<file path="config.mk">
export PLATFORM = sky130hd
export DESIGN_NAME = midpoint_circle_plotter_core
export DESIGN_NICKNAME = d
export VERILOG_FILES = /design/src/rtl/mcp_pkg.sv /design/src/rtl/mcp_controller.sv /design/src/rtl/mcp_datapath.sv /design/src/rtl/midpoint_circle_plotter_core.sv
export SDC_FILE = /design/constraint.sdc
export NUM_CORES = 2
export LEC_CHECK = 0
export ABC_CLOCK_PERIOD_IN_PS = 10270
export BUFFER_PORTS_ARGS = -buffer_cell sky130_fd_sc_hd__buf_2
export CAP_MARGIN = 20
export CORE_MARGIN = 5
export CORE_UTILIZATION = 50
export DETAILED_ROUTE_END_ITERATION = 12
export PLACE_DENSITY = 0.64
export SLEW_MARGIN = 10
export SYNTH_ARGS = -nofsm -noshare
export SYNTH_HDL_FRONTEND = slang
export SYNTH_SLANG_ARGS = --single-unit
</file>
<file path="constraint.sdc">
create_clock -name clk -period 10.27 [get_ports clk]
set_clock_uncertainty 0.05 [all_clocks]
set_input_delay 1.5405 -clock clk [delete_from_list [all_inputs] [get_ports clk]]
set_output_delay 1.5405 -clock clk [all_outputs]
set_load 0.03 [all_outputs]
</file>
<file path="src/rtl/mcp_pkg.sv">
// Package for the midpoint circle plotter: item codes, register indexes,
// controller states and the command and status structs between the two halves.
// Depends on nothing.
package mcp_pkg;

  localparam int PIX_W     = 17;
  localparam int ADDR_W    = 32;
  localparam int COLOR_W   = 16;
  localparam int FIELD_W   = 16;
  localparam int CFG_IDX_W = 2;
  localparam int CFG_DATA_W = 32;
  localparam int LINE_W    = 16;
  localparam int BPP_W     = 6;
  localparam int IDX_W     = 3;

  localparam logic FUNC_START = 1'b0;
  localparam logic FUNC_STEP  = 1'b1;

  localparam logic [CFG_IDX_W-1:0] REG_VRAM_BASE      = 2'd0;
  localparam logic [CFG_IDX_W-1:0] REG_LINE_PIXELS    = 2'd1;
  localparam logic [CFG_IDX_W-1:0] REG_BITS_PER_PIXEL = 2'd2;

  localparam logic [IDX_W-1:0] LAST_IDX = 3'd7;

  localparam logic [ADDR_W-1:0] VRAM_BASE_RESET      = 32'd0;
  localparam logic [LINE_W-1:0] LINE_PIXELS_RESET    = 16'd640;
  localparam logic [BPP_W-1:0]  BITS_PER_PIXEL_RESET = 6'd16;

  typedef enum logic {
    ST_IDLE,
    ST_EMIT
  } state_t;

  typedef struct packed {
    logic             load;
    logic             clear_busy;
    logic             issue;
    logic [IDX_W-1:0] idx;
    logic             update;
  } cmd_t;

  typedef struct packed {
    logic step_ok;
    logic advance;
  } status_t;

endpackage

</file>
<file path="src/rtl/mcp_controller.sv">
// Controller of the midpoint circle plotter: takes items and sequences the
// eight pixel writes of a step. Depends on mcp_pkg.
module mcp_controller (
  input  logic             clk,
  input  logic             rst,
  input  logic             in_valid,
  output logic             in_ready,
  input  logic             func,
  input  mcp_pkg::status_t status,
  output mcp_pkg::cmd_t    cmd
);

  mcp_pkg::state_t state;
  mcp_pkg::state_t state_next;
  logic [mcp_pkg::IDX_W-1:0] cnt;
  logic [mcp_pkg::IDX_W-1:0] cnt_next;

  always_ff @(posedge clk) begin
    if (rst) begin
      state <= mcp_pkg::ST_IDLE;
      cnt   <= '0;
    end else begin
      state <= state_next;
      cnt   <= cnt_next;
    end
  end

  always_comb begin
    state_next     = state;
    cnt_next       = cnt;
    in_ready       = 1'b0;
    cmd.load       = 1'b0;
    cmd.clear_busy = 1'b0;
    cmd.issue      = 1'b0;
    cmd.idx        = cnt;
    cmd.update     = 1'b0;
    unique case (state)
      mcp_pkg::ST_IDLE: begin
        in_ready = 1'b1;
        cnt_next = '0;
        if (in_valid) begin
          if (func == mcp_pkg::FUNC_START) begin
            cmd.load = 1'b1;
          end else if (status.step_ok) begin
            state_next = mcp_pkg::ST_EMIT;
          end else begin
            cmd.clear_busy = 1'b1;
          end
        end
      end
      mcp_pkg::ST_EMIT: begin
        if (status.advance) begin
          cmd.issue = 1'b1;
          cnt_next  = cnt + 1'b1;
          if (cnt == mcp_pkg::LAST_IDX) begin
            cmd.update = 1'b1;
            state_next = mcp_pkg::ST_IDLE;
          end
        end
      end
      default: begin
        state_next = mcp_pkg::ST_IDLE;
      end
    endcase
  end

endmodule

</file>
<file path="src/rtl/mcp_datapath.sv">
// Datapath of the midpoint circle plotter: circle state, configuration
// registers and the three-stage pixel and address pipeline. Depends on mcp_pkg.
module mcp_datapath #(
  parameter int COORD_BITS = 16
) (
  input  logic                              clk,
  input  logic                              rst,
  input  logic                              cfg_write,
  input  logic [mcp_pkg::CFG_IDX_W-1:0]     cfg_index,
  input  logic [mcp_pkg::CFG_DATA_W-1:0]    cfg_data,
  input  logic [mcp_pkg::FIELD_W-1:0]       center_x,
  input  logic [mcp_pkg::FIELD_W-1:0]       center_y,
  input  logic [mcp_pkg::FIELD_W-1:0]       radius,
  input  logic [mcp_pkg::COLOR_W-1:0]       color,
  input  mcp_pkg::cmd_t                     cmd,
  output mcp_pkg::status_t                  status,
  output logic                              out_valid,
  input  logic                              out_ready,
  output logic signed [mcp_pkg::PIX_W-1:0]  pixel_x,
  output logic signed [mcp_pkg::PIX_W-1:0]  pixel_y,
  output logic [mcp_pkg::ADDR_W-1:0]        pixel_address,
  output logic [mcp_pkg::COLOR_W-1:0]       pixel_color,
  output logic                              last_of_step,
  output logic                              circle_done
);

  localparam int OW = COORD_BITS + 1;
  localparam int DW = COORD_BITS + 4;

  logic [mcp_pkg::ADDR_W-1:0] vram_base;
  logic [mcp_pkg::LINE_W-1:0] line_pixels;
  logic [mcp_pkg::BPP_W-1:0]  bits_per_pixel;

  logic signed [COORD_BITS-1:0] centre_col;
  logic signed [COORD_BITS-1:0] centre_row;
  logic signed [OW-1:0]         offset_w;
  logic signed [OW-1:0]         offset_h;
  logic signed [DW-1:0]         decision;
  logic [mcp_pkg::COLOR_W-1:0]  draw_color;
  logic                         busy;

  logic signed [COORD_BITS-1:0] r_in;
  logic signed [DW-1:0]         r_d;
  logic signed [DW-1:0]         w_d;
  logic signed [DW-1:0]         d1;
  logic signed [DW-1:0]         decision_next;
  logic signed [OW-1:0]         w_next;
  logic signed [OW-1:0]         h_next;
  logic                         done_next;

  logic signed [mcp_pkg::PIX_W-1:0] cx;
  logic signed [mcp_pkg::PIX_W-1:0] cy;
  logic signed [mcp_pkg::PIX_W-1:0] ew;
  logic signed [mcp_pkg::PIX_W-1:0] eh;
  logic signed [mcp_pkg::PIX_W-1:0] px;
  logic signed [mcp_pkg::PIX_W-1:0] py;

  logic                             advance;
  logic                             s1_valid;
  logic signed [mcp_pkg::PIX_W-1:0] s1_x;
  logic signed [mcp_pkg::PIX_W-1:0] s1_y;
  logic [mcp_pkg::COLOR_W-1:0]      s1_color;
  logic                             s1_last;
  logic                             s1_done;
  logic                             s2_valid;
  logic signed [mcp_pkg::PIX_W-1:0] s2_x;
  logic signed [mcp_pkg::PIX_W-1:0] s2_y;
  logic [mcp_pkg::ADDR_W-1:0]       s2_lin;
  logic [mcp_pkg::COLOR_W-1:0]      s2_color;
  logic                             s2_last;
  logic                             s2_done;
  logic [mcp_pkg::ADDR_W-1:0]       lin;
  logic [mcp_pkg::ADDR_W-1:0]       addr;

  always_ff @(posedge clk) begin
    if (rst) begin
      vram_base      <= mcp_pkg::VRAM_BASE_RESET;
      line_pixels    <= mcp_pkg::LINE_PIXELS_RESET;
      bits_per_pixel <= mcp_pkg::BITS_PER_PIXEL_RESET;
    end else if (cfg_write) begin
      unique case (cfg_index)
        mcp_pkg::REG_VRAM_BASE:      vram_base      <= cfg_data;
        mcp_pkg::REG_LINE_PIXELS:    line_pixels    <= cfg_data[mcp_pkg::LINE_W-1:0];
        mcp_pkg::REG_BITS_PER_PIXEL: bits_per_pixel <= cfg_data[mcp_pkg::BPP_W-1:0];
        default: begin
        end
      endcase
    end
  end

  assign r_in = signed'(radius[COORD_BITS-1:0]);
  assign r_d  = DW'(r_in);

  // Midpoint update of the octant point.
  always_comb begin
    w_d    = DW'(offset_w);
    w_next = offset_w;
    d1     = decision;
    if (!decision[DW-1]) begin
      w_next = offset_w - 1'b1;
      d1     = decision - ((w_d - 1'b1) <<< 2);
    end
    h_next        = offset_h + 1'b1;
    decision_next = d1 + (DW'(h_next) <<< 2) + DW'(2);
    done_next     = (w_next < h_next);
  end

  always_ff @(posedge clk) begin
    if (rst) begin
      busy <= 1'b0;
    end else if (cmd.load) begin
      busy <= !r_in[COORD_BITS-1];
    end else if (cmd.clear_busy) begin
      busy <= 1'b0;
    end else if (cmd.update && done_next) begin
      busy <= 1'b0;
    end
  end

  always_ff @(posedge clk) begin
    if (cmd.load) begin
      centre_col <= signed'(center_x[COORD_BITS-1:0]);
      centre_row <= signed'(center_y[COORD_BITS-1:0]);
      offset_w   <= OW'(r_in);
      offset_h   <= '0;
      decision   <= DW'(3) - (r_d <<< 1);
      draw_color <= color;
    end else if (cmd.update) begin
      offset_w <= w_next;
      offset_h <= h_next;
      decision <= decision_next;
    end
  end

  assign status.step_ok = busy && !(offset_w < offset_h);
  assign status.advance = advance;

  assign cx = mcp_pkg::PIX_W'(centre_col);
  assign cy = mcp_pkg::PIX_W'(centre_row);
  assign ew = mcp_pkg::PIX_W'(offset_w);
  assign eh = mcp_pkg::PIX_W'(offset_h);

  // The eight mirrored points of the current octant point.
  always_comb begin
    case (cmd.idx)
      3'd0:    begin px = cx + ew; py = cy + eh; end
      3'd1:    begin px = cx - ew; py = cy + eh; end
      3'd2:    begin px = cx + eh; py = cy + ew; end
      3'd3:    begin px = cx - eh; py = cy + ew; end
      3'd4:    begin px = cx - ew; py = cy - eh; end
      3'd5:    begin px = cx - eh; py = cy - ew; end
      3'd6:    begin px = cx + eh; py = cy - ew; end
      default: begin px = cx + ew; py = cy - eh; end
    endcase
  end

  assign advance = !out_valid || out_ready;

  assign lin = mcp_pkg::ADDR_W'(s1_x)
             + mcp_pkg::ADDR_W'(mcp_pkg::ADDR_W'(s1_y) * mcp_pkg::ADDR_W'(line_pixels));
  assign addr = vram_base + mcp_pkg::ADDR_W'(s2_lin * mcp_pkg::ADDR_W'(bits_per_pixel[5:3]));

  always_ff @(posedge clk) begin
    if (rst) begin
      s1_valid  <= 1'b0;
      s2_valid  <= 1'b0;
      out_valid <= 1'b0;
    end else if (advance) begin
      s1_valid  <= cmd.issue;
      s2_valid  <= s1_valid;
      out_valid <= s2_valid;
    end
  end

  always_ff @(posedge clk) begin
    if (advance) begin
      s1_x          <= px;
      s1_y          <= py;
      s1_color      <= draw_color;
      s1_last       <= cmd.update;
      s1_done       <= cmd.update && done_next;
      s2_x          <= s1_x;
      s2_y          <= s1_y;
      s2_lin        <= lin;
      s2_color      <= s1_color;
      s2_last       <= s1_last;
      s2_done       <= s1_done;
      pixel_x       <= s2_x;
      pixel_y       <= s2_y;
      pixel_address <= addr;
      pixel_color   <= s2_color;
      last_of_step  <= s2_last;
      circle_done   <= s2_done;
    end
  end

endmodule

</file>
<file path="src/rtl/midpoint_circle_plotter_core.sv">
// Midpoint circle plotter: a start item loads a circle, each step item gives
// eight pixel writes. A start item, or a step with no circle left, gives no pixel
// write. A step item is accepted and then gives one pixel write a cycle through
// the address pipeline, unless the output stalls; each pixel passes the s1, s2 and
// output registers. Synchronous reset clears the controller, the pipeline valid bits
// and the circle, and loads the configuration registers with their reset values.
module midpoint_circle_plotter_core #(
  parameter int COORD_BITS = 16
) (
  input  logic                              clk,
  input  logic                              rst,
  input  logic                              cfg_write,
  input  logic [mcp_pkg::CFG_IDX_W-1:0]     cfg_index,
  input  logic [mcp_pkg::CFG_DATA_W-1:0]    cfg_data,
  input  logic                              in_valid,
  output logic                              in_ready,
  input  logic                              func,
  input  logic [mcp_pkg::FIELD_W-1:0]       center_x,
  input  logic [mcp_pkg::FIELD_W-1:0]       center_y,
  input  logic [mcp_pkg::FIELD_W-1:0]       radius,
  input  logic [mcp_pkg::COLOR_W-1:0]       color,
  output logic                              out_valid,
  input  logic                              out_ready,
  output logic signed [mcp_pkg::PIX_W-1:0]  pixel_x,
  output logic signed [mcp_pkg::PIX_W-1:0]  pixel_y,
  output logic [mcp_pkg::ADDR_W-1:0]        pixel_address,
  output logic [mcp_pkg::COLOR_W-1:0]       pixel_color,
  output logic                              last_of_step,
  output logic                              circle_done
);

  mcp_pkg::cmd_t    cmd;
  mcp_pkg::status_t status;

  mcp_controller u_controller (
    .clk      (clk),
    .rst      (rst),
    .in_valid (in_valid),
    .in_ready (in_ready),
    .func     (func),
    .status   (status),
    .cmd      (cmd)
  );

  mcp_datapath #(
    .COORD_BITS (COORD_BITS)
  ) u_datapath (
    .clk           (clk),
    .rst           (rst),
    .cfg_write     (cfg_write),
    .cfg_index     (cfg_index),
    .cfg_data      (cfg_data),
    .center_x      (center_x),
    .center_y      (center_y),
    .radius        (radius),
    .color         (color),
    .cmd           (cmd),
    .status        (status),
    .out_valid     (out_valid),
    .out_ready     (out_ready),
    .pixel_x       (pixel_x),
    .pixel_y       (pixel_y),
    .pixel_address (pixel_address),
    .pixel_color   (pixel_color),
    .last_of_step  (last_of_step),
    .circle_done   (circle_done)
  );

endmodule
</file>
After elaboration in Yosys (flattened, before gate mapping)
Cells that the tools add are included.
{ "word_totals": {"in_bits": 104, "output_inout_bits": 86, "register_bits": 384, "word_cells": 113} }
{ "op_classes": {"addsub": 18, "n_mul": 2, "order_cmp": 2, "bitwise_logic": 1, "mux": 29, "eq_ne": 10, "n_reduce_logical": 19} }
{ "ops": {"columns": ["operator", "n"], "rows": [
  ["case mux 17 bit (3 select lines)", 2],
  ["adder 16 x 17 -> 17 bit", 4],
  ["subtractor 16 x 17 -> 17 bit", 4],
  ["adder 32 bit", 2],
  ["2-to-1 mux 20 bit", 3],
  ["2-to-1 mux 17 bit", 3],
  ["< comparator 17 bit", 2],
  ["multiplier 17 x 17 -> 32 bit", 1],
  ["multiplier 32 x 3 -> 32 bit", 1],
  ["adder 20 x 19 -> 20 bit", 1],
  ["adder 20 x 3 -> 20 bit, second input constant", 1],
  ["subtractor 20 bit", 1],
  ["subtractor 17 x 2 -> 18 bit, second input constant", 1],
  ["subtractor 3 x 17 -> 18 bit, first input constant", 1],
  ["adder 17 x 1 -> 17 bit, second input constant", 1],
  ["subtractor 17 x 1 -> 17 bit, second input constant", 1],
  ["2-to-1 mux 1 bit", 16],
  ["equality test 3 bit, second input constant", 4],
  ["OR reduction 2 bit", 6],
  ["equality test 3 x 2 -> 1 bit, second input constant", 2],
  ["case mux 3 bit (2 select lines)", 1],
  ["AND reduction 2 bit", 3],
  ["2-to-1 mux 2 bit", 2],
  ["adder 3 x 1 -> 3 bit, second input constant", 1],
  ["14 further kinds", 17]
]} }

Longest topological paths before layout
{ "logic_depth": {"ltp_word": 9, "ltp_mapped": 24, "ltp_nobuf": 23} }

By module
Synthesis repeated with hierarchy kept, for this count alone.
{ "unflattened": {"hier_cells": 3295, "hier_area_um2": 32885.3} }
{ "by_module_without_submodules": {"columns": ["module", "seq_area_each_um2", "n_inst", "area_per_inst_um2", "cells_per_inst"], "rows": [
  ["mcp_datapath", 10570.1, 1, 32677.6, 3275],
  ["mcp_controller", 80.1, 1, 207.7, 20]
]} }

Worst setup path after synthesis
Ideal clock, no wire load.
{ "synth_timing": {"kind": "input -> register", "from": "input port out_ready", "to": "register u_datapath.offset_h[11] (netlist: u_datapath.eh[11])", "setup_time_ns": 0.133, "t_arrival_ns": 8.635, "path_buffers": 2, "setup_slack_ns": 1.452, "required_time_ns": 10.087, "stages": 11, "cell_sequence": "nor2b_1 > clkbuf_1 > inv_1 > nand3_1 > inv_1 > nor2_1 > inv_1 > clkbuf_1 > o21ai_0 > nand2_1 > o21ai_0"} }
{ "synth_via": {"elab_chain_len": 3} }
{ "synth_lines": {"columns": ["item", "line", "rtl"], "rows": [
  ["from (decl)", "midpoint_circle_plotter_core.sv:23", "input logic out_ready,"],
  ["logical OR 1 bit", "mcp_datapath.sv:157", "assign advance = !out_valid || out_ready;"],
  ["named net u_datapath.advance", "mcp_datapath.sv:58", "logic advance;"],
  ["2-to-1 mux 1 bit", "mcp_controller.sv:52", "if (status.advance) begin"],
  ["2-to-1 mux 1 bit", "mcp_controller.sv:37", "unique case (state)"],
  ["to (signal assigned)", "mcp_datapath.sv:130", "offset_h <= h_next;"],
  ["to (decl)", "mcp_datapath.sv:37", "logic signed [OW-1:0] offset_h;"]
]} }
The timed path passes the listed nets, and every way through them passes these cells.
A chain may end at the register's enable or synchronous reset.

Final worst setup path
{ "layout_timing": {"from": "register u_datapath.s1_y[10] (netlist bit)", "to": "register u_datapath.s2_lin[29] (netlist bit), data pin"} }
{ "layout_via": {"elab_chain_len": 2} }
{ "layout_lines": {"columns": ["item", "line", "rtl"], "rows": [
  ["from (decl)", "mcp_datapath.sv:61", "logic signed [mcp_pkg::PIX_W-1:0] s1_y;"],
  ["from (signal assigned)", "mcp_datapath.sv:178", "s1_y <= py;"],
  ["multiplier 17 x 17 -> 32 bit", "mcp_datapath.sv:160", "+ mcp_pkg::ADDR_W'(mcp_pkg::ADDR_W'(s1_y) * mcp_pkg::ADDR_W'(line_pixels));"],
  ["adder 32 bit", "mcp_datapath.sv:160", null],
  ["named net u_datapath.lin, one bit", "mcp_datapath.sv:72", "logic [mcp_pkg::ADDR_W-1:0] lin;"],
  ["to (signal assigned)", "mcp_datapath.sv:184", "s2_lin <= lin;"],
  ["to (decl)", "mcp_datapath.sv:68", "logic [mcp_pkg::ADDR_W-1:0] s2_lin;"]
]} }
The timed path passes the listed nets, and every way through them passes these cells.

==> flow_metrics.tcl <==
set metrics [dict create \
    outcome "finished clean" \
    clk_latency_ns 0.63 \
    ys_ff_latch 380 \
    setup_tns_ns 0 \
    switching_share 0.409 \
    synth_top_family_by_area "adder cells" \
    dp.cells 4231 \
    antenna-diode-count 0 \
    ys_async_sr_fraction 0 \
    yosys-mux-area-fraction 0.00657 \
    core_area_um2 64500 \
    synth_fa_ha_area_frac 0.299 \
    avgSynthCellArea_um2 9.88 \
    fmaxAchievable_mhz 134 \
    cp-start-kind "register" \
    wl_um 79700 \
    layout-drive-gt1-share 0.0904 \
    fillers 5784 \
    hold_ws_ns 0.364 \
    worstSetupPathType "register to register" \
    drt_pre_antenna_iters 6 \
    antenna_found_initial 0 \
    fp.dieH_um 265 \
    crit_required_ns 10.61 \
    gp_congestion 0.891 \
    crit_fanout 17 \
    crit_family "adder cells" \
    pwr-share-clk 0.215 \
    power.switching_mw 3.23 \
    cts_buffer_depth 3 \
    period_needed_ns 7.47 \
    fin_cells 4318 \
    root_buffer "clkbuf_16" \
    endpoint_kind "register" \
    setup_viol 0 \
    clkSinkCount 380 \
    via_count 23400 \
    cp.depth 22 \
    io_pins 190 \
    yosysUniqueCellTypes 78 \
    drv_cap 0 \
    power.density_nw_per_um2 220 \
    power_frac_seq 0.284 \
    whs_path_depth 0 \
    vias_per_cell 5.41 \
    finalHoldViolCount 0 \
    synth-main-ff-cell "edfxtp_1" \
    p_leak_nw 16.1 \
    cts_resized 0 \
    synth_compound_area_frac 0.103 \
    cts_hold_buf 0 \
    start_util 0.505 \
    hold_path.class "register to register" \
    seq_area_frac_synth 0.327 \
    yosys.area_share.simple 0.142 \
    power_mw 7.89 \
    crit_start "u_datapath.s1_y[10]$_DFFE_PP_" \
    final_nets 4100 \
    final_core_util 0.556 \
    rsz0062_at_grt "false" \
    antenna_left 0 \
    cts_made_buffers 46 \
    max_stage_delay_ns 0.64 \
    clk_pin_slew_worst_paths_ns 0.06 \
    crit_slowest_cell "edfxtp_1" \
    synth_nets 3970 \
    combPwrFrac 0.501 \
    drtIter0Drc 1661 \
    cts_max_level 2 \
    grt_overflow 0 \
    drc 0 \
    track_usage 0.225 \
    syn-instance-count 3296 \
    r2r-start "u_datapath.s1_y[10]$_DFFE_PP_" \
    cts_tree "yes" \
    rows 93 \
    place_hpwl_um 62100 \
    rr_worst_depth 22 \
    cp_data_arrival_time_ns 7.81 \
    timing.final.crit_share 0.727 \
    areaGrowthSynthToFinish_pct 10.1 \
    worst_pin_slew_ns 1.11 \
    peakVddDrop_mv 0.198 \
    io_buffer_count 189 \
    synth-xor-area-share 0.0510 \
    synth-edff-count 304 \
    slew_violations 0 \
    die_area_um2 70300 \
    internal_power_mw 4.67 \
    path_buf_inv 6 \
    crit_chain "and2_1, fa_1, inv_1, fa_1, inv_1, fa_1, inv_1, fa_1, inv_1, fa_1, inv_1, fa_1, inv_1, ha_1, a21o_1, a21o_1, a221oi_1, o22ai_1, o311a_1, o21ai_0, o21ai_0, o311ai_0" \
    min_from "u_datapath.s2_x[4]$_DFFE_PP_" \
    grt_max_degree 83 \
    syn_area_um2 32600 \
    worst_slew_margin_rel 0.258 \
    yosys_warnings 0 \
    postCtsSetupRepairBufs 0 \
    grt_pass1_wl_um 128000 \
    grt_pass1_vias 23800 \
    die_x_um 265 \
    wl_per_cell_um 18.5 \
]
layer usage:
layer / GRT usage / vias up / share of wire
met5: 0 / - / 0
met4: 0.0522 / 0 / 0.022
met3: 0.0303 / 101 / 0.054
li1: - / 11100 / -
met2: 0.371 / 604 / 0.47
met1: 0.322 / 11600 / 0.46
layout make-up:
class / count / area (µm²) / area share
flip-flops and latches: 380 / 10700 / 0.297
well taps: 855 / 1070 / 0.0298
clock buffers: 51 / 1190 / 0.0332
repair buffers: 206 / 1090 / 0.0304
multi-input cells: 2304 / 19600 / 0.547
clock inverters: 34 / 392 / 0.0109
inverters: 488 / 1840 / 0.0513
per-stage QoR:
step	instance area [µm²]	setup WS [ns]
after floorplan	32600	1.45
after global placement	34200	2.90
after detailed placement	34200	2.78
after CTS	35800	2.77
after global routing	35800	2.37
final	35800	2.80
worst paths after layout:
kind | slack (ns) | end
max | 2.80 | u_datapath.s2_lin[29]$_DFFE_PP_
max reg2reg | 2.80 | u_datapath.s2_lin[29]$_DFFE_PP_
min reg2reg | 0.36 | u_datapath.pixel_x[4]$_DFFE_PP_
min | 0.36 | u_datapath.pixel_x[4]$_DFFE_PP_
power by group through the flow:
stage | combinational (mW) | clock [mW] | sequential [mW]
2_1_floorplan | 2.82 | 0 | 2.37
3_3_place_gp | 3.77 | 0 | 2.27
3_5_place_dp | 3.90 | 0 | 2.28
4_1_cts | 3.93 | 1.74 | 2.25
5_1_grt | 4.49 | 1.80 | 2.27
6_report | 3.96 | 1.69 | 2.24
flip-flops by register name, indices dropped and copies added (netlist names), 3 cells and up:
signal and flops:
u_datapath.pixel_color 16, u_datapath.s1_x 17, u_datapath.s1_y 17, u_datapath.draw_color 16, u_datapath.vram_base 32, u_datapath.decision 19
u_datapath.bits_per_pixel 3, u_datapath.s2_color 16, u_datapath.s1_color 16, u_controller.cnt 3, u_datapath.pixel_address 32, u_datapath.pixel_y 17
u_datapath.s2_lin 32, u_datapath.ew 17, u_datapath.s2_x 17, u_datapath.centre_row 16, u_datapath.line_pixels 16, u_datapath.s2_y 17
u_datapath.eh 17, u_datapath.centre_col 16, u_datapath.pixel_x 17
cell usage after synthesis, drive strengths merged (4+ instances only):
library cell / n / area, µm²
o211ai: 20 / 150
o22ai: 12 / 75.1
xnor2: 128 / 1120
and3: 22 / 138
and2: 173 / 1080
nand2: 434 / 1630
mux2: 11 / 124
a22oi: 4 / 30.0
mux2i: 9 / 90.1
or3: 20 / 130
o31ai: 7 / 52.6
nor4: 9 / 77.6
xor2: 59 / 517
nor3: 37 / 200
nand3: 46 / 235
nand4: 8 / 56.3
nor3b: 4 / 41.3
and4: 4 / 35.0
a221o: 6 / 60.1
o2111ai: 6 / 52.6
a31oi: 9 / 56.3
fa: 347 / 6950
buf: 11 / 47.5
nor2b: 19 / 119
o21bai: 16 / 124
nor2: 173 / 649
o21a: 18 / 135
dfxtp: 76 / 1520
a21boi: 10 / 75.1
ha: 223 / 2790
or4: 5 / 37.5
inv: 485 / 1820
o41ai: 9 / 78.8
clkbuf: 113 / 424
a21oi: 178 / 891
o311ai: 8 / 70.1
o21ai: 143 / 716
nand2b: 20 / 125
a211oi: 11 / 82.6
edfxtp: 304 / 9130
a21o: 46 / 345
or2: 5 / 31.3
kinds of logic after synthesis:
family | Yosys count
fa+ha+maj | 570
mux | 20
simple gates | 984
flops | 380
xor+xnor | 188
compound gates | 542
buf+inv | 612
cell usage in the layout, fill, tap and decap left out, types with 59 or more instances in the layout:
cell type and count:
a21oi_1 178, and2_1 173, buf_2 189, dfxtp_1 76, edfxtp_1 304, fa_1 347, ha_1 223, inv_1 484
nand2_1 434, nor2_1 173, o21ai_0 142, xnor2_1 128, xor2_1 59
Note: power is estimated with default switching activity, not from simulation.
